==> src/rtl/ovff_pkg.sv <==
`timescale 1ns / 1ps

package ovff_pkg;

  localparam int unsigned MIC_CHANNELS = 4;

  localparam logic [47:0]        EMAX  = 48'hFFFF_FFFF_FFFF;
  localparam logic signed [48:0] XMAX  = 49'sh0_7FFF_FFFF_FFFF;
  localparam logic signed [48:0] XMIN  = -XMAX;
  localparam logic [26:0]        HALF_LN2_Q28 = 27'd93032640;
  localparam logic [63:0]        RND_HALF     = 64'h0000_0200_0000_0000;
  localparam logic [31:0]        QMAX    = 32'h7FFF_FFFF;
  localparam logic [31:0]        ONE_Q16 = 32'h0001_0000;

  localparam logic [2:0] FEAT_OWN   = 3'd0;
  localparam logic [2:0] FEAT_LVL0  = 3'd1;
  localparam logic [2:0] FEAT_CORR0 = 3'd4;
  localparam logic [2:0] FEAT_LAST  = 3'd6;
  localparam logic [1:0] CH_LAST    = 2'd3;
  localparam logic [1:0] J_LAST     = 2'd2;
  localparam logic [5:0] EXP_TOP    = 6'd48;
  localparam logic [5:0] EXP_KEEP   = 6'd29;
  localparam logic [4:0] LOG_LAST   = 5'd29;
  localparam logic [6:0] DIV_LAST   = 7'd95;
  localparam logic [4:0] SQRT_LAST  = 5'd31;

  typedef struct packed {
    logic signed [15:0] voice_ref;
    logic signed [15:0] mic_0;
    logic signed [15:0] mic_1;
    logic signed [15:0] mic_2;
    logic signed [15:0] mic_3;
    logic               sample_bad;
    logic               last_frame;
    logic [63:0]        seq_tag;
    logic [63:0]        time_ns;
  } item_t;

  typedef struct packed {
    logic [2:0]         feature_index;
    logic signed [31:0] feature_value;
    logic [63:0]        seq_out;
    logic [63:0]        time_out;
    logic               obs_valid;
    logic               last_feature;
  } result_t;

  typedef struct packed {
    logic [47:0]       own;
    logic [3:0][47:0]  che;
    logic [3:0][47:0]  crs;
    logic              bad;
    logic [1:0]        ref_mic;
    logic [63:0]       seq;
    logic [63:0]       tstamp;
  } job_t;

  typedef enum logic [1:0] {
    F_IDLE,
    F_STEP,
    F_HAND
  } front_state_e;

  typedef enum logic [4:0] {
    B_IDLE,
    B_SUM,
    B_OWN_CHK,
    B_OWN_DIV,
    B_OWN_SQRT,
    B_LOAD,
    B_NORM,
    B_LOG,
    B_LVL,
    B_LVL_MUL,
    B_LVL_RND,
    B_CORR,
    B_CORR_MUL,
    B_CORR_CMP,
    B_CORR_DIV,
    B_CORR_SQRT,
    B_EMIT
  } back_state_e;

endpackage

==> src/rtl/ovff_front.sv <==
`timescale 1ns / 1ps

module ovff_front (
  input  logic           clk_i,
  input  logic           rst_ni,
  input  logic           cfg_we_i,
  input  logic [1:0]     cfg_wdata_i,
  input  logic           push_i,
  output logic           full_o,
  input  ovff_pkg::item_t item_i,
  input  logic           job_full_i,
  output logic           job_push_o,
  output ovff_pkg::job_t job_o
);

  import ovff_pkg::*;

  front_state_e state_q, state_d;
  logic [1:0]   ch_q, refm_q, refcfg_q;
  item_t        itm_q;
  logic [47:0]  own_q;
  logic [3:0][47:0] che_q, crs_q;
  logic         bad_q;

  logic signed [15:0] s_ch, s_ref;
  logic signed [31:0] p_ch, p_x, p_own;

  function automatic logic signed [15:0] mic_sel(item_t it, logic [1:0] k);
    logic signed [15:0] s;
    unique case (k)
      2'd0:    s = it.mic_0;
      2'd1:    s = it.mic_1;
      2'd2:    s = it.mic_2;
      default: s = it.mic_3;
    endcase
    return s;
  endfunction

  function automatic logic [47:0] add_e(logic [47:0] a, logic [31:0] e);
    logic [48:0] s;
    s = {1'b0, a} + {17'd0, e};
    return s[48] ? EMAX : s[47:0];
  endfunction

  function automatic logic [47:0] add_x(logic [47:0] a, logic [31:0] p);
    logic signed [48:0] s;
    logic [47:0] r;
    s = $signed({a[47], a}) + $signed({{17{p[31]}}, p});
    if (s > XMAX)      r = XMAX[47:0];
    else if (s < XMIN) r = XMIN[47:0];
    else               r = s[47:0];
    return r;
  endfunction

  assign s_ch  = mic_sel(itm_q, ch_q);
  assign s_ref = mic_sel(itm_q, refm_q);
  assign p_ch  = s_ch * s_ch;
  assign p_x   = s_ch * s_ref;
  assign p_own = itm_q.voice_ref * itm_q.voice_ref;

  always_comb begin
    state_d = state_q;
    unique case (state_q)
      F_IDLE: if (push_i) state_d = F_STEP;
      F_STEP: if (ch_q == CH_LAST) state_d = F_HAND;
      F_HAND: if (!itm_q.last_frame || !job_full_i) state_d = F_IDLE;
      default: state_d = F_IDLE;
    endcase
  end

  always_comb begin
    full_o     = (state_q != F_IDLE);
    job_push_o = (state_q == F_HAND) && itm_q.last_frame && !job_full_i;
  end

  assign job_o.own     = own_q;
  assign job_o.che     = che_q;
  assign job_o.crs     = crs_q;
  assign job_o.bad     = bad_q;
  assign job_o.ref_mic = refm_q;
  assign job_o.seq     = itm_q.seq_tag;
  assign job_o.tstamp  = itm_q.time_ns;

  always_ff @(posedge clk_i or negedge rst_ni) begin
    if (!rst_ni) begin
      state_q  <= F_IDLE;
      ch_q     <= 2'd0;
      refm_q   <= 2'd0;
      refcfg_q <= 2'd0;
      own_q    <= '0;
      che_q    <= '0;
      crs_q    <= '0;
      bad_q    <= 1'b0;
    end else begin
      state_q <= state_d;
      if (cfg_we_i) refcfg_q <= cfg_wdata_i;
      unique case (state_q)
        F_IDLE: begin
          ch_q   <= 2'd0;
          refm_q <= refcfg_q;
        end
        F_STEP: begin
          che_q[ch_q] <= add_e(che_q[ch_q], p_ch);
          crs_q[ch_q] <= add_x(crs_q[ch_q], p_x);
          if (ch_q == 2'd0) begin
            own_q <= add_e(own_q, p_own);
            bad_q <= bad_q | itm_q.sample_bad;
          end
          ch_q <= ch_q + 2'd1;
        end
        F_HAND: begin
          // frame handed to the back end, start a fresh frame
          if (job_push_o) begin
            own_q <= '0;
            che_q <= '0;
            crs_q <= '0;
            bad_q <= 1'b0;
          end
        end
        default: ;
      endcase
    end
  end

  always_ff @(posedge clk_i) begin
    if (state_q == F_IDLE && push_i) itm_q <= item_i;
  end

endmodule

==> config.mk <==
export PLATFORM = sky130hd
export DESIGN_NAME = ovff_front
export DESIGN_NICKNAME = d
export VERILOG_FILES = /design/src/rtl/ovff_pkg.sv /design/src/rtl/ovff_front.sv
export SDC_FILE = /design/constraint.sdc
export NUM_CORES = 2
export LEC_CHECK = 0
export BUFFER_PORTS_ARGS = -buffer_cell sky130_fd_sc_hd__buf_2
export CAP_MARGIN = 10
export CORE_MARGIN = 2
export CORE_UTILIZATION = 61
export DETAILED_ROUTE_END_ITERATION = 8
export PLACE_DENSITY_LB_ADDON = 0.3
export SYNTH_ARGS = -nofsm -noshare
export SYNTH_HDL_FRONTEND = slang
export SYNTH_SLANG_ARGS = --single-unit
==> constraint.sdc <==
create_clock -name clk_i -period 15.31 [get_ports clk_i]
set_input_delay 0.7655 -clock clk_i [delete_from_list [all_inputs] [get_ports clk_i]]
set_output_delay 0.7655 -clock clk_i [all_outputs]
set_load 0.05 [all_outputs]
==> results.py <==
metrics = {
    "worst_setup_path": {
        "cp-start-kind": "flip-flop",
        "setup.worst_path.class": "flip-flop to flip-flop",
        "cp.arrival_ns": 13.43,
        "critical-path-slowest-cell": "o41ai_1",
        "crit_path_end_kind": "flip-flop",
        "cp_top_family": "adder cells",
        "worstPathMaxFanout": 49,
        "crit_path_max_incr_delay_ns": 0.75,
        "critical_path_buf_inv_count": 8,
        "cp.required_ns": 15.90,
    },
    "clock_tree": {
        "cts-root-to-sink-buffers": 3,
        "h-tree-depth": 3,
        "post_cts.repair.setup_buffers": 0,
        "number_of_buffers_inserted_for_hold_repair_after_clock_tree_synthesis": 0,
        "clock_latency_late_sink_ns": 0.70,
        "clock_tree.root_cell": "clkbuf_16",
        "clk_transition_reported_paths_ns": 0.06,
        "tritoncts_num_sinks": 651,
        "tritoncts_clock_tree": "done",
        "cts_resized": 0,
        "cts_made_buffers": 72,
    },
    "synthesis": {
        "synth_edf_count": 210,
        "post_synth_main_area_contributors": "fa_1, dfrtp_1, edfxtp_1",
        "post_synth.cell_area_avg_um2": 9.89,
        "synthesis.instances": 6486,
        "seq_area_frac_synth": 0.270,
        "yosys_warnings": 0,
        "synth.most_common_cell": "inv_1",
        "yosys.area.top_type": "fa_1",
        "cell_area_after_technology_mapping_um2": 64200,
        "ys_seq_elements": 651,
        "synth.lib_cells_used.distinct": 84,
        "commonest_cells_in_the_netlist": "inv_1, fa_1, nand2_1",
        "synth.top_cell.area_share": 0.263,
        "synth_nets": 7922,
        "ys_async_sr_fraction": 0.677,
        "yosys_most_used_dff": "dfrtp_1",
    },
    "timing": {
        "slew_hr": 0.111,
        "timing.clock.skew_ns": 0.0499,
        "timing_worst_slew_pin_value_ns": 1.32,
        "number_of_max_slew_violations_in_the_final_report": 0,
        "grt_setup_unrepaired": "false",
        "max_freq_mhz": 77.9,
        "setup_total_negative_slack_ns": 0,
        "fin_crit_ns": 12.84,
        "setup_violating_endpoint_count_in_the_final_report": 0,
        "finalHoldViolations": 0,
        "layout_worst_path_cycle_share": 0.839,
    },
    "grt": {
        "overflow": 0,
        "grt_first_pass_wirelength_um": 334000,
        "first_global_vias": 53200,
        "track_usage": 0.421,
        "grt_max_degree": 189,
        "grt_antenna_before_repair": 21,
    },
    "detailed_routing": {
        "num_vias": 52400,
        "drt_iter0_markers": 5906,
        "drc": 0,
        "routed_wire_length_per_instance_um": 26.8,
        "firstDrtPassIters": 8,
        "post_drt_via_cell_ratio": 6.23,
        "drt.antenna.violating_nets": 0,
        "routed_wl_um": 225000,
    },
    "job": {
        "timing.max_cap.violations": 0,
    },
    "place": {
        "finalWeightedCongestion": 1.07,
        "port_buf_inserts": 781,
        "place_hpwl_um": 175000,
    },
    "die": {
        "die_height_um": 328,
        "num_io_pins": 782,
        "floorplan.initialDensity": 0.617,
        "die_width_um": 328,
        "placementRows": 118,
        "core_area_um2": 104000,
        "fp.dieArea_um2": 108000,
    },
    "min_path": {
        "min-delay-path-class": "input pin to asynchronous set/reset pin",
    },
    "status": {
        "run_status": "finished, final reports clean",
    },
    "layout": {
        "post_route_cells_drive_above_1_share": 0.166,
        "fin_nets": 8385,
        "area_growth_syn_to_layout_pct": 10.1,
        "final_core_utilization": 0.680,
        "final.fill_count": 8082,
    },
}
## worst register-to-register path, delay by kind of cell, from the launching register on
kind / cells / cell delay, ns
AOI/OAI and AO/OA: 14 / 3.90
adders and majority gates: 9 / 4.27
buffers and inverters: 8 / 2.21
DFF: 1 / 0.71
muxes: 1 / 0.44
and+or+nand+nor: 9 / 1.23
## final timing paths
kind                                  start         end  slack [ns]  cells past startpoint
min in group clk_i              item_i[201]  itm_q[201]        0.24                      1
worst min-delay path                 rst_ni    own_q[6]        0.08                      1
worst max-delay path                ch_q[1]  job_o[504]        2.47                     41
worst min register to register   job_o[503]  job_o[503]        0.50                      2
max in group asynchronous            rst_ni  job_o[375]       13.46                      2
worst max register to register      ch_q[1]  job_o[504]        2.47                     41
## logic make-up after synthesis
kind of cell,count (synthesis),share of synthesized area
mux,151,0.0439
buf+inv,1555,0.0998
fa+ha+maj,1220,0.337
xor+xnor,180,0.0248
flops,651,0.270
simple gates,1512,0.105
compound gates,1217,0.119
## area by class of cell
cell class | count | area (um^2) | share of cell area
Antenna cell | 18 | 45.0 | 0.000637
Clock inverter | 29 | 380 | 0.00538
Clock buffer | 97 | 2020 | 0.0285
Multi-Input combinational cell | 4280 | 40600 | 0.575
Timing Repair Buffer | 841 | 4410 | 0.0624
Tap cell | 1380 | 1730 | 0.0244
Sequential cell | 651 | 17300 | 0.246
Inverter | 1103 | 4140 | 0.0586
## sequential cells by signal (all words and copies together), names as in the netlist
signal	count
own_q	48
bad_q	1
job_o	512
itm_q	82
ch_q	2
state_q	2
refcfg_q	2
refm_q	2
## stage by stage
| stage | cells | cell area, um^2 | setup slack (ns) | hold WS [ns] |
|---|---|---|---|---|
| 2_1_floorplan | 6486 | 64200 | 4.33 | 0.456 |
| 3_3_place_gp | 8255 | 68200 | 2.95 | 0.480 |
| 3_5_place_dp | 8255 | 68200 | 2.68 | 0.485 |
| 4_1_cts | 8381 | 70600 | 2.68 | 0.173 |
| 5_1_grt | 8392 | 70600 | 1.65 | 0.190 |
| 6_report | 8399 | 70700 | 2.47 | 0.0800 |
## routing by layer
layer / vias to the layer above / share of wire / track usage
met4: 8 / 0.074 / 0.259
met1: 26100 / 0.35 / 0.522
li1: 22100 / - / -
met5: - / 0.00047 / 0.00444
met2: 3339 / 0.44 / 0.628
met3: 765 / 0.13 / 0.154
## cell usage in the layout (no fill, tap or decap), types with 42 or more instances in the layout
master / n
nand3_1: 211
buf_4: 57
and2_1: 83
clkbuf_16: 73
dfrtp_1: 439
nor2_1: 377
o31ai_1: 84
buf_2: 780
a211oi_1: 88
inv_1: 1095
o21ai_1: 42
nand2_1: 616
fa_1: 843
a21oi_1: 294
nor3_1: 42
ha_1: 375
mux4_2: 102
o21ai_0: 304
edfxtp_1: 210
xnor2_1: 138
a31oi_1: 87
a21o_1: 85
Power is not shown: default switching activity piles up to over one toggle a cycle in this logic, so the estimate is an artifact.
