===== src/rtl/ovff_fifo.sv =====
`timescale 1ns / 1ps

module ovff_fifo #(
  parameter int unsigned WIDTH = 1
) (
  input  logic             clk_i,
  input  logic             rst_ni,
  input  logic             push_i,
  input  logic [WIDTH-1:0] din_i,
  output logic             full_o,
  input  logic             pop_i,
  output logic [WIDTH-1:0] dout_o,
  output logic             empty_o
);

  logic [1:0][WIDTH-1:0] mem_q;
  logic       wr_q, rd_q;
  logic [1:0] cnt_q;
  logic       do_push, do_pop;

  assign full_o  = (cnt_q == 2'd2);
  assign empty_o = (cnt_q == 2'd0);
  assign do_push = push_i && !full_o;
  assign do_pop  = pop_i && !empty_o;
  assign dout_o  = mem_q[rd_q];

  always_ff @(posedge clk_i or negedge rst_ni) begin
    if (!rst_ni) begin
      wr_q  <= 1'b0;
      rd_q  <= 1'b0;
      cnt_q <= 2'd0;
    end else begin
      if (do_push) wr_q <= ~wr_q;
      if (do_pop)  rd_q <= ~rd_q;
      cnt_q <= cnt_q + 2'(do_push) - 2'(do_pop);
    end
  end

  always_ff @(posedge clk_i) begin
    if (do_push) mem_q[wr_q] <= din_i;
  end

endmodule


===== config.mk =====
export PLATFORM = sky130hd
export DESIGN_NAME = ovff_fifo
export DESIGN_NICKNAME = d
export VERILOG_FILES = /design/src/rtl/ovff_fifo.sv
export SDC_FILE = /design/constraint.sdc
export NUM_CORES = 1
export LEC_CHECK = 0
export BUFFER_PORTS_ARGS = -buffer_cell sky130_fd_sc_hd__buf_2
export CORE_AREA = 2 2 39 41
export DETAILED_ROUTE_END_ITERATION = 16
export DIE_AREA = 0 0 41 43
export GPL_TIMING_DRIVEN = 0
export HOLD_SLACK_MARGIN = 0.03
export SLEW_MARGIN = 10
export SYNTH_ARGS = -nofsm -noshare
export SYNTH_HDL_FRONTEND = slang
export SYNTH_SLANG_ARGS = --single-unit

===== constraint.sdc =====
create_clock -name clk_i -period 1.71 [get_ports clk_i]
set_clock_uncertainty 0.2 [all_clocks]
set_input_delay 0 -clock clk_i [delete_from_list [all_inputs] [get_ports clk_i]]
set_output_delay 0 -clock clk_i [all_outputs]
set_load 0.02 [all_outputs]

==> impl_results.md, run 1 <==
* Status: complete, no violations
* First-pass GRT wire length at between 600 and 700 um
* Final setup fails at 0
* Leading area contributor after synthesis: dfrtp_1
* CTS tree: built
* Pwr/cell area at 1790 nW/um^2
* H-tree depth at 1
* Synth Cell Area at between 200 and 300 sq um
* Hpwl dp at 339 um
* Critical Path AT at approximately 1600 ps
* # IOs at 8
* Startpoint Class: flop
* CTS root buffer: clkbuf_4
* Synth cell count leaders: dfrtp_1, xnor2_1
* Ys flop type: dfrtp_1
* Fin nets at 47
* Top cell type's share of synthesized area at 0.369
* Slew of the pin with the lowest slew margin at between 200 and 250 ps
* DR WL/cell at ~9.9 um
* Area after DPL at roughly 330 sq um
* First drt pass iteration count at 1
* Syn-to-layout area delta at 75.1%
* Clock transition at path regs at 50 ps
* CP Max Fanout at 3
* Flops & latches, synth at 6
* Final setup TNS at 0 ps
* Synth Instances at 21
* R2R Setup Slk at roughly 48 ps
* MaxCap Viol Count at 0
* Maximum VDD drop at roughly 0.00065 V
* Final Max Slew Viols at 0
* Tot GR Track Use at 0.0686
* GP Congestion at 0.626
* Crit path time final at 1660 ps
* Met1 Use GR at 0.0588
* Clk Latency, worst-skew pair at ~240 ps
* Final ANT Viol Nets at 0
* Critical path required time at 1640 ps
* Final Hold Vio Count at 0
* Starting density of the core at 0.196
* Initial DRC count at 0
* Final worst-path cycle share at 0.972
* Grt met3 use at 0.0785
* Syn_area_per_cell at roughly 13 sq um
* Vias in the first global route at 182
* Ranking of synthesized cells by area: dfrtp_1, edfxtp_1, xnor2_1, ha_1, mux2_2
* Number of flops mapped to enable cells by yosys at 2
* Full die area at about 1800 sq um
* Finished Cell Area at 475 sq um
* Leakage power at about 0.21 nW
* Share of cells above drive strength 1 at 0.590
* Gr busiest metal: met2
* Crit. End Element: flop
* Tightest Hold Check Type: in2reg
* Ys async rst share at 0.667
* Post-Route Utilization at 0.344
* Final wirelength at between 500 and 600 um
* Largest net degree at the start of global routing at 5
* Residual DRC at 0
* Initial antenna violation count at 0
* Max_slew headroom at 0.866
* # rows at 14
* Clock buffer count from CTS at 3
* Most frequent cell after synthesis: dfrtp_1
* Post-synthesis net count at 28
* Core ar. at between 1000 and 1500 sq um
* Die height at between 40 and 50 um
* Register area share after synthesis at 0.590
* Global Route met2 Usage at 0.0813
* Number of port buffers at 7
* Die Wd at 41 um
* Diode count at 0
* Via-to-Cell Ratio at about 3.6
* CP Class: reg2reg
* Total gr overflow at 0
* Maximum clock path buffer count at 2
* Number of distinct library cells after synthesis at 12
* Sink Count at 6
* Syn. warnings at 0
* Max Fclk at approximately 0.6 GHz
* Via Count at 200
* RSZ-0062 raised after global routing: false
sequential cells by signal, indices dropped and copies added (netlist names):
register / flops
cnt_q: 2
mem_q: 2
rd_q: 1
wr_q: 1
cell usage in the layout, fill, tap and decap left out:
| cell type | netlist | layout |
|---|---|---|
| dfrtp_1 | 4 | 2 |
| dfrtp_2 | 0 | 2 |
| nor2_4 | 0 | 1 |
| buf_4 | 0 | 2 |
| buf_2 | 0 | 7 |
| xnor2_1 | 3 | 2 |
| mux2_2 | 1 | 1 |
| dlygate4sd3_1 | 0 | 5 |
| inv_2 | 0 | 1 |
| clkbuf_4 | 0 | 3 |
| inv_1 | 2 | 1 |
| nand2_4 | 0 | 1 |
| xor2_1 | 1 | 1 |
| nand2b_4 | 0 | 1 |
| nor2b_2 | 1 | 1 |
| ha_4 | 0 | 2 |
| nor2_1 | 2 | 1 |
| edfxtp_1 | 2 | 2 |
| clkbuf_1 | 0 | 1 |
| xnor2_2 | 0 | 1 |
| and3_1 | 1 | 1 |
worst paths after layout:
kind,from,to,depth (start not counted)
max,cnt_q[0],cnt_q[1],7
min,din_i,mem_q[1],2
max reg2reg,cnt_q[0],cnt_q[1],7
min reg2reg,rd_q,rd_q,1
max in group asynchronous,rst_ni,cnt_q[0],3
min in group asynchronous,rst_ni,rd_q,3
report_power, final:
group,internal [W],switching (W),leakage (nW)
Clock,0.0000888,0.0000575,0.0150
Sequential,0.000221,0.0000669,0.0632
Combinational,0.000229,0.000190,0.133
layout make-up:
class,instances,area [sq um]
clock buffer,4,26.3
inverter,2,7.51
sequential,6,163
timing repair buffer,14,100
tap,16,20.0
multi-input combinational,13,159
fill,144,908
critical path: stages (launching register included):
cell,delay (ps)
dfrtp_2,410
nand2b_4,160
nand2_4,60
ha_4,260
inv_2,40
ha_4,150
xnor2_2,130
xnor2_1,130
layer usage:
layer | vias to the layer above | share of wire | routed length, um
li1 | 102 | - | -
met1 | 85 | 0.39 | 215
met2 | 9 | 0.46 | 254
met3 | 4 | 0.10 | 56
met4 | 0 | 0.037 | 20
met5 | - | 0 | 0
repair_timing:
action,in CTS,in global routing
endpoints found under the hold margin,10,0
hold buffers,5,0
pin swaps,2,4
gates resized for setup,4,6
setup buffers,1,1
setup endpoints to repair,1,1
cells by family (layout without fill, tap and decap cells):
logic type,count (synthesis),count (layout),share of synthesized area
buffers and inverters,2,20,0.0277
and+or+nand+nor,6,6,0.120
adders and majority gates,2,2,0.0922
muxes,1,1,0.0415
DFF,6,6,0.590
xor gates and xnor gates,4,4,0.129
per-stage QoR:
stage	std cells	setup slack [ps]	hold WS (ps)	power, W
after floorplan	21	10.2	-496	0.000484
after global placement	44	-34.3	-388	0.000547
after detailed placement	44	-49.8	-389	0.000555
after CTS	54	2.50	277	0.000767
after global routing	55	0.237	288	0.000909
final	55	47.5	280	0.000853
Power figures use the tool's default switching activity.
==> run 2: changes to the inputs <==
--- a/config.mk
+++ b/config.mk
@@ -11,6 +11,7 @@
 export DIE_AREA = 0 0 41 43
 export GPL_TIMING_DRIVEN = 0
 export HOLD_SLACK_MARGIN = 0.03
+export PLACE_DENSITY = 0.49
 export SLEW_MARGIN = 10
 export SYNTH_ARGS = -nofsm -noshare
 export SYNTH_HDL_FRONTEND = slang
==> run 2 against run 1 <==
- die area unchanged
- global-route usage increased by 2.1 points
- register-to-register slack about the same
- non-clock buffer count increased by 1
- combinational power increased by 7.4%
- flip-flop and latch count unchanged
- critical path depth unchanged
- critical endpoint unchanged
==> impl_results.md, run 2 (synthesis results as in run 1) <==
* Final ANT Viol Nets at 0 (unchanged)
* Tot GR Track Use at 0.0900 (+0.0214)
* Starting density of the core at 0.196 (unchanged)
* Full die area at 1760 sq um (unchanged)
* GP Congestion at 0.690 (+10%)
* Hold Path Stages at 1 (-1)
* Internal at 0.000548 W (+1.7%)
* Final setup fails at 0 (unchanged)
* CTS tree: built
* DR WL/cell at 11.2 um (+13%)
* Via-to-Cell Ratio at 3.91 (+7.5%)
* First-pass GRT wire length at 952 um (+42%)
* Residual DRC at 0 (unchanged)
* Syn-to-layout area delta at 76.0%
* Via Count at 215 (+7.5%)
* Clock buffer count from CTS at 3 (unchanged)
* Core ar. at 1380 sq um (unchanged)
* MaxCap Viol Count at 0 (unchanged)
* R2R Setup Slk at 50 ps (about the same)
* CP Class: reg2reg
* H-tree depth at 1 (unchanged)
* # rows at 14 (unchanged)
* Tightest Hold Check Type: reg2reg
* Most frequent cells in the layout: buf_2, dlygate4sd3_1, clkbuf_4, dfrtp_1, buf_4
* Maximum clock path buffer count at 2 (unchanged)
* First drt pass iteration count at 4 (+3)
* Final Hold Vio Count at 0 (unchanged)
* Final wirelength at 616 um (+13%)
* Fin nets at 48 (+2.1%)
* Top Registers: cnt_q (2), mem_q (2)
* Critical path required time at 1630 ps (about the same)
* Power share of the clock group at 0.150 (-0.022)
* CP Max Fanout at 3 (unchanged)
* Power consumption at 0.000860 W (+0.86%)
* Sink Count at 6 (unchanged)
* Pwr/cell area at 1800 nW/um^2 (+0.33%)
* CTS root buffer: clkbuf_4
* Share of cells above drive strength 1 at 0.590 (unchanged)
* Crit. End Element: flop
* Initial antenna violation count at 0 (unchanged)
* Final worst-path cycle share at 0.973 (about the same)
* Largest net degree at the start of global routing at 5 (unchanged)
* Critical Path AT at 1590 ps (about the same)
* Startpoint Class: flop
* Filler cell count at 147 (+2.1%)
* Maximum VDD drop at 0.000732 V (+13%)
* Max Fclk at 0.601 GHz (about the same)
* Worst hold endpoint: rd_q
* Status: complete, no violations
* # IOs at 8 (unchanged)
* Final Max Slew Viols at 0 (unchanged)
* FF-to-FF path depth at 7 (unchanged)
* Commonest non-fill, non-tap cell in the layout: buf_2
* Reg-to-Reg Start: cnt_q[0]
* Slew of the pin with the lowest slew margin at 201 ps (-0.0393 ps)
* P_sw at 0.000312 W (-0.55%)
* Diode count at 0 (unchanged)
* Crit path time final at 1660 ps (+0.851 ps)
* Placed cell count at 44 (unchanged)
* Comb power frac at 0.522 (+0.031)
* Number of port buffers at 7 (unchanged)
* Seq pwr share at 0.328 (-0.010)
* Die height at 43 um (unchanged)
* Clk Latency, worst-skew pair at 240 ps (about the same)
* Total gr overflow at 0 (unchanged)
* Leakage power at 0.216 nW (+2.3%)
* Clock transition at path regs at 50 ps (about the same)
* Hold path startpoint: rd_q
* Max_slew headroom at 0.866 (about the same)
* Worst R2R End: cnt_q[1]
* Layout Cells excl Fill at 55 (unchanged)
* Vias in the first global route at 243 (+34%)
* Net Sw Frac at 0.363 (-0.00513)
* Initial DRC count at 2 (+2)
* Die Wd at 41 um (unchanged)
==> run 2: changes by cell type in the layout (fill, tap and decap cells not counted), sizes merged <==
cell,change
clkbuf,-1
buf,+1
==> run 2: cell type report <==
type                    count  area, sq um  area share
inverters                   2         7.51      0.0157
flip-flops and latches      6          161       0.338
repair buffers             15          108       0.225
multi-input cells          13          159       0.332
clock buffers               3         22.5      0.0471
well taps                  16         20.0      0.0419
==> run 2: metal layers <==
metal  share of wire  GRT usage  up-vias
li1                -          -      103
met1            0.38     0.0954      103
met2            0.54      0.131        9
met3           0.073     0.0471        0
met4               0     0.0600        0
met5               0          0        -
==> run 2: repair_timing <==
| action | CTS | global route |
|---|---|---|
| buffers inserted | 3 | 0 |
| endpoints found under the setup margin | 1 | 1 |
| hold buffers | 5 | 0 |
| hold endpoints to repair | 10 | 0 |
| gates resized for setup | 6 | 3 |
| cloned | 0 | 0 |
| pin swaps | 2 | 1 |
==> run 2: per-stage QoR <==
stage	setup WS, ps	instance area, sq um	TNS, ps	util	hold slack [ps]
2_1_floorplan	10.2	279	0	-	-496
3_3_place_gp	-16.1	334	-16.1	0.241	-393
3_5_place_dp	-65.5	334	-65.5	0.241	-390
4_1_cts	19.2	455	0	0.329	288
5_1_grt	-4.85	478	-4.85	0.345	316
6_report	46.7	478	0	0.345	283
==> run 2: how the worst max path moves through the flow <==
stage | end | from | depth (start not counted) | slack, ps
finish | cnt_q[1] | cnt_q[0] | 7 | 50
detailed placement | cnt_q[1] | cnt_q[0] | 7 | -70
global placement | cnt_q[1] | cnt_q[0] | 7 | -20
global route | cnt_q[1] | cnt_q[0] | 7 | -5
floorplan | cnt_q[1] | cnt_q[0] | 7 | 10
CTS | cnt_q[1] | cnt_q[0] | 7 | 20
==> run 2: power groups by stage <==
stage | clock [W] | sequential, W | combinational (W)
after floorplan | 0 | 0.000264 | 0.000220
after global placement | 0 | 0.000270 | 0.000269
after detailed placement | 0 | 0.000277 | 0.000280
after CTS | 0.000134 | 0.000283 | 0.000394
after global routing | 0.000142 | 0.000292 | 0.000493
final | 0.000129 | 0.000282 | 0.000449
==> run 2: worst max-delay path, stage by stage (launching register included) <==
cell	delay, ps
dfrtp_1	400
nand2b_4	170
nand2_4	70
ha_4	260
inv_2	40
ha_4	150
xnor2_2	130
xnor2_1	120
==> run 3: changes to the inputs <==
--- a/config.mk
+++ b/config.mk
@@ -7,6 +7,8 @@
 export LEC_CHECK = 0
 export BUFFER_PORTS_ARGS = -buffer_cell sky130_fd_sc_hd__buf_2
 export CORE_AREA = 2 2 39 41
+export CTS_BUF_LIST = sky130_fd_sc_hd__clkbuf_8
+export CTS_CLUSTER_DIAMETER = 60
 export DETAILED_ROUTE_END_ITERATION = 16
 export DIE_AREA = 0 0 41 43
 export GPL_TIMING_DRIVEN = 0
==> constraint.sdc (replaced) <==
create_clock -name clk_i -period 1.71 [get_ports clk_i]
set_clock_uncertainty 0.2 [all_clocks]
set_input_delay 0.0855 -clock clk_i [delete_from_list [all_inputs] [get_ports clk_i]]
set_output_delay 0.0855 -clock clk_i [all_outputs]
set_load 0.02 [all_outputs]
==> run 3 against run 2 <==
- cell count decreased by 1.8%
- hold slack got worse by 190 ps
- setup slack got worse by 7.8 ps
- count of clock-buffer cells in the layout unchanged
- sequential share of layout area decreased by 0.61 points
- combinational power increased by 2%
- die area unchanged
- final area increased by 1.8%
- critical path type unchanged
==> impl_results.md, run 3 (synthesis results as in run 1) <==
* Status: complete, no violations
* Via-to-Cell Ratio at 3.96 (+1.4%)
* DR WL/cell at 12.2 um (+8.6%)
* Power consumption at 0.000950 W (+11%)
* First drt pass iteration count at 4 (unchanged)
* Final setup fails at 0 (unchanged)
* Clock transition at path regs at 40 ps (about the same)
* CP Buf/Inv Count at 1 (unchanged)
* Critical Path AT at 1570 ps (-20 ps)
* Final ANT Viol Nets at 0 (unchanged)
* Worst R2R End: cnt_q[1]
* Startpoint Class: flop
* Share of cells above drive strength 1 at 0.605 (+0.0155)
* Core ar. at 1380 sq um (unchanged)
* Number of port buffers at 7 (unchanged)
* CTS root buffer: clkbuf_8
* Critical path required time at 1610 ps (-20 ps)
* Fin nets at 47 (-2.1%)
* Largest net degree at the start of global routing at 5 (unchanged)
* Top delay family on crit path: adder cells
* First-pass GRT wire length at 917 um (-3.7%)
* Hold Path Stages at 3 (+2)
* Final wirelength at 657 um (+6.7%)
* Top Registers: cnt_q (2), mem_q (2)
* Initial antenna violation count at 0 (unchanged)
* CP Class: reg2reg
* Maximum VDD drop at 0.000645 V (-12%)
* R2R Setup Slk at 40 ps (about the same)
* Max_slew headroom at 0.857 (-0.00897)
* Final Max Slew Viols at 0 (unchanged)
* Via Count at 214 (-0.47%)
* Leakage power at 0.220 nW (+1.7%)
* Clk Latency, worst-skew pair at 220 ps (-20 ps)
* Final Hold Vio Count at 0 (unchanged)
* Tot GR Track Use at 0.0900 (unchanged)
* Maximum clock path buffer count at 2 (unchanged)
* Total gr overflow at 0 (unchanged)
* Max Fclk at 0.598 GHz (-0.46%)
* # rows at 14 (unchanged)
* Final setup TNS at 0 ps (unchanged)
* Hold path startpoint: pop_i
* Finished Cell Area at 487 sq um (+1.8%)
* MaxCap Viol Count at 0 (unchanged)
* Pwr/cell area at 1950 nW/um^2 (+8.5%)
* Vias in the first global route at 239 (-1.6%)
* H-tree depth at 1 (unchanged)
* FF-to-FF path depth at 7 (unchanged)
* CP max stage delay at 400 ps (about the same)
* Residual DRC at 0 (unchanged)
* CTS tree: built
* Crit. End Element: flop
* Post-Route Utilization at 0.352 (+0.00633)
* Slew of the pin with the lowest slew margin at 214 ps (+13.1 ps)
* Starting density of the core at 0.196 (unchanged)
* Sink Count at 6 (unchanged)
* # IOs at 8 (unchanged)
* Worst hold endpoint: rd_q
* CP Max Fanout at 3 (unchanged)
* Die height at 43 um (unchanged)
* Crit path time final at 1670 ps (+7.75 ps)
* Diode count at 0 (unchanged)
* Clock buffer count from CTS at 3 (unchanged)
* Final worst-path cycle share at 0.977 (+0.00453)
* Crit-path most repeated cell: ha_4
* Syn-to-layout area delta at 79.3%
* Slowest CP cell: dfrtp_1
* Reg-to-Reg Start: cnt_q[0]
* GP Congestion at 0.690 (unchanged)
* Full die area at 1760 sq um (unchanged)
* Worst-path cell chain: nand2b_4, nand2_4, ha_4, inv_2, ha_4, xnor2_2, xnor2_1
* Tightest Hold Check Type: in2reg
* Die Wd at 41 um (unchanged)
* Hold_ws at 92.7 ps (-190 ps)
* Initial DRC count at 2 (unchanged)
* Most frequent cells in the layout: buf_2, dlygate4sd3_1, clkbuf_8, dfrtp_1, buf_4
* Area after DPL at 334 sq um (unchanged)
* Commonest non-fill, non-tap cell in the layout: buf_2
-- run 3: what timing repair did --
action	in CTS	in global routing
endpoints found under the hold margin	7	0
pin swaps	2	1
hold buffers	4	0
setup buffers	3	0
gates cloned	0	0
gates resized for setup	6	3
endpoints found under the setup margin	1	1
-- run 3: how the worst max path moves through the flow --
| stage | startpoint | end | slack, ps | cells past startpoint |
|---|---|---|---|---|
| finish | cnt_q[0] | cnt_q[1] | 40 | 7 |
| floorplan | cnt_q[0] | cnt_q[1] | 10 | 7 |
| global placement | cnt_q[0] | cnt_q[1] | -20 | 7 |
| detailed placement | cnt_q[0] | cnt_q[1] | -70 | 7 |
| global route | cnt_q[0] | cnt_q[1] | -10 | 7 |
| CTS | cnt_q[0] | cnt_q[1] | 20 | 7 |
-- run 3: final cells by class --
cell class | count | area [sq um]
inverters | 2 | 7.51
well taps | 16 | 20.0
flip-flops and latches | 6 | 161
repair buffers | 14 | 97.6
clock buffers | 3 | 41.3
multi-input cells | 13 | 159
fillers | 146 | 897
-- run 3: per-stage QoR --
step / setup WS [ps] / instances
after floorplan: 10.2 / 21
after global placement: -16.1 / 44
after detailed placement: -65.5 / 44
after CTS: 20.0 / 54
after global routing: -12.6 / 54
final: 38.9 / 54
-- run 3: report_power, final --
part           switching (W)  total, W  leakage (nW)  internal (W)
Clock              0.0000580  0.000209        0.0216      0.000151
Combinational       0.000206  0.000459         0.134      0.000253
Sequential         0.0000628  0.000282        0.0642      0.000219
Total               0.000327  0.000950         0.220      0.000623
-- run 3: per-layer routing --
layer	vias to the layer above	GRT usage	wire length, um
li1	101	-	-
met1	100	0.0954	245
met2	9	0.122	347
met3	4	0.0471	41
met4	0	0.0800	23
met5	-	0	0
-- run 3: tightest hold or removal path, stage by stage --
cell and delay [ps]:
buf_2 90, nor2b_2 170, xor2_1 120
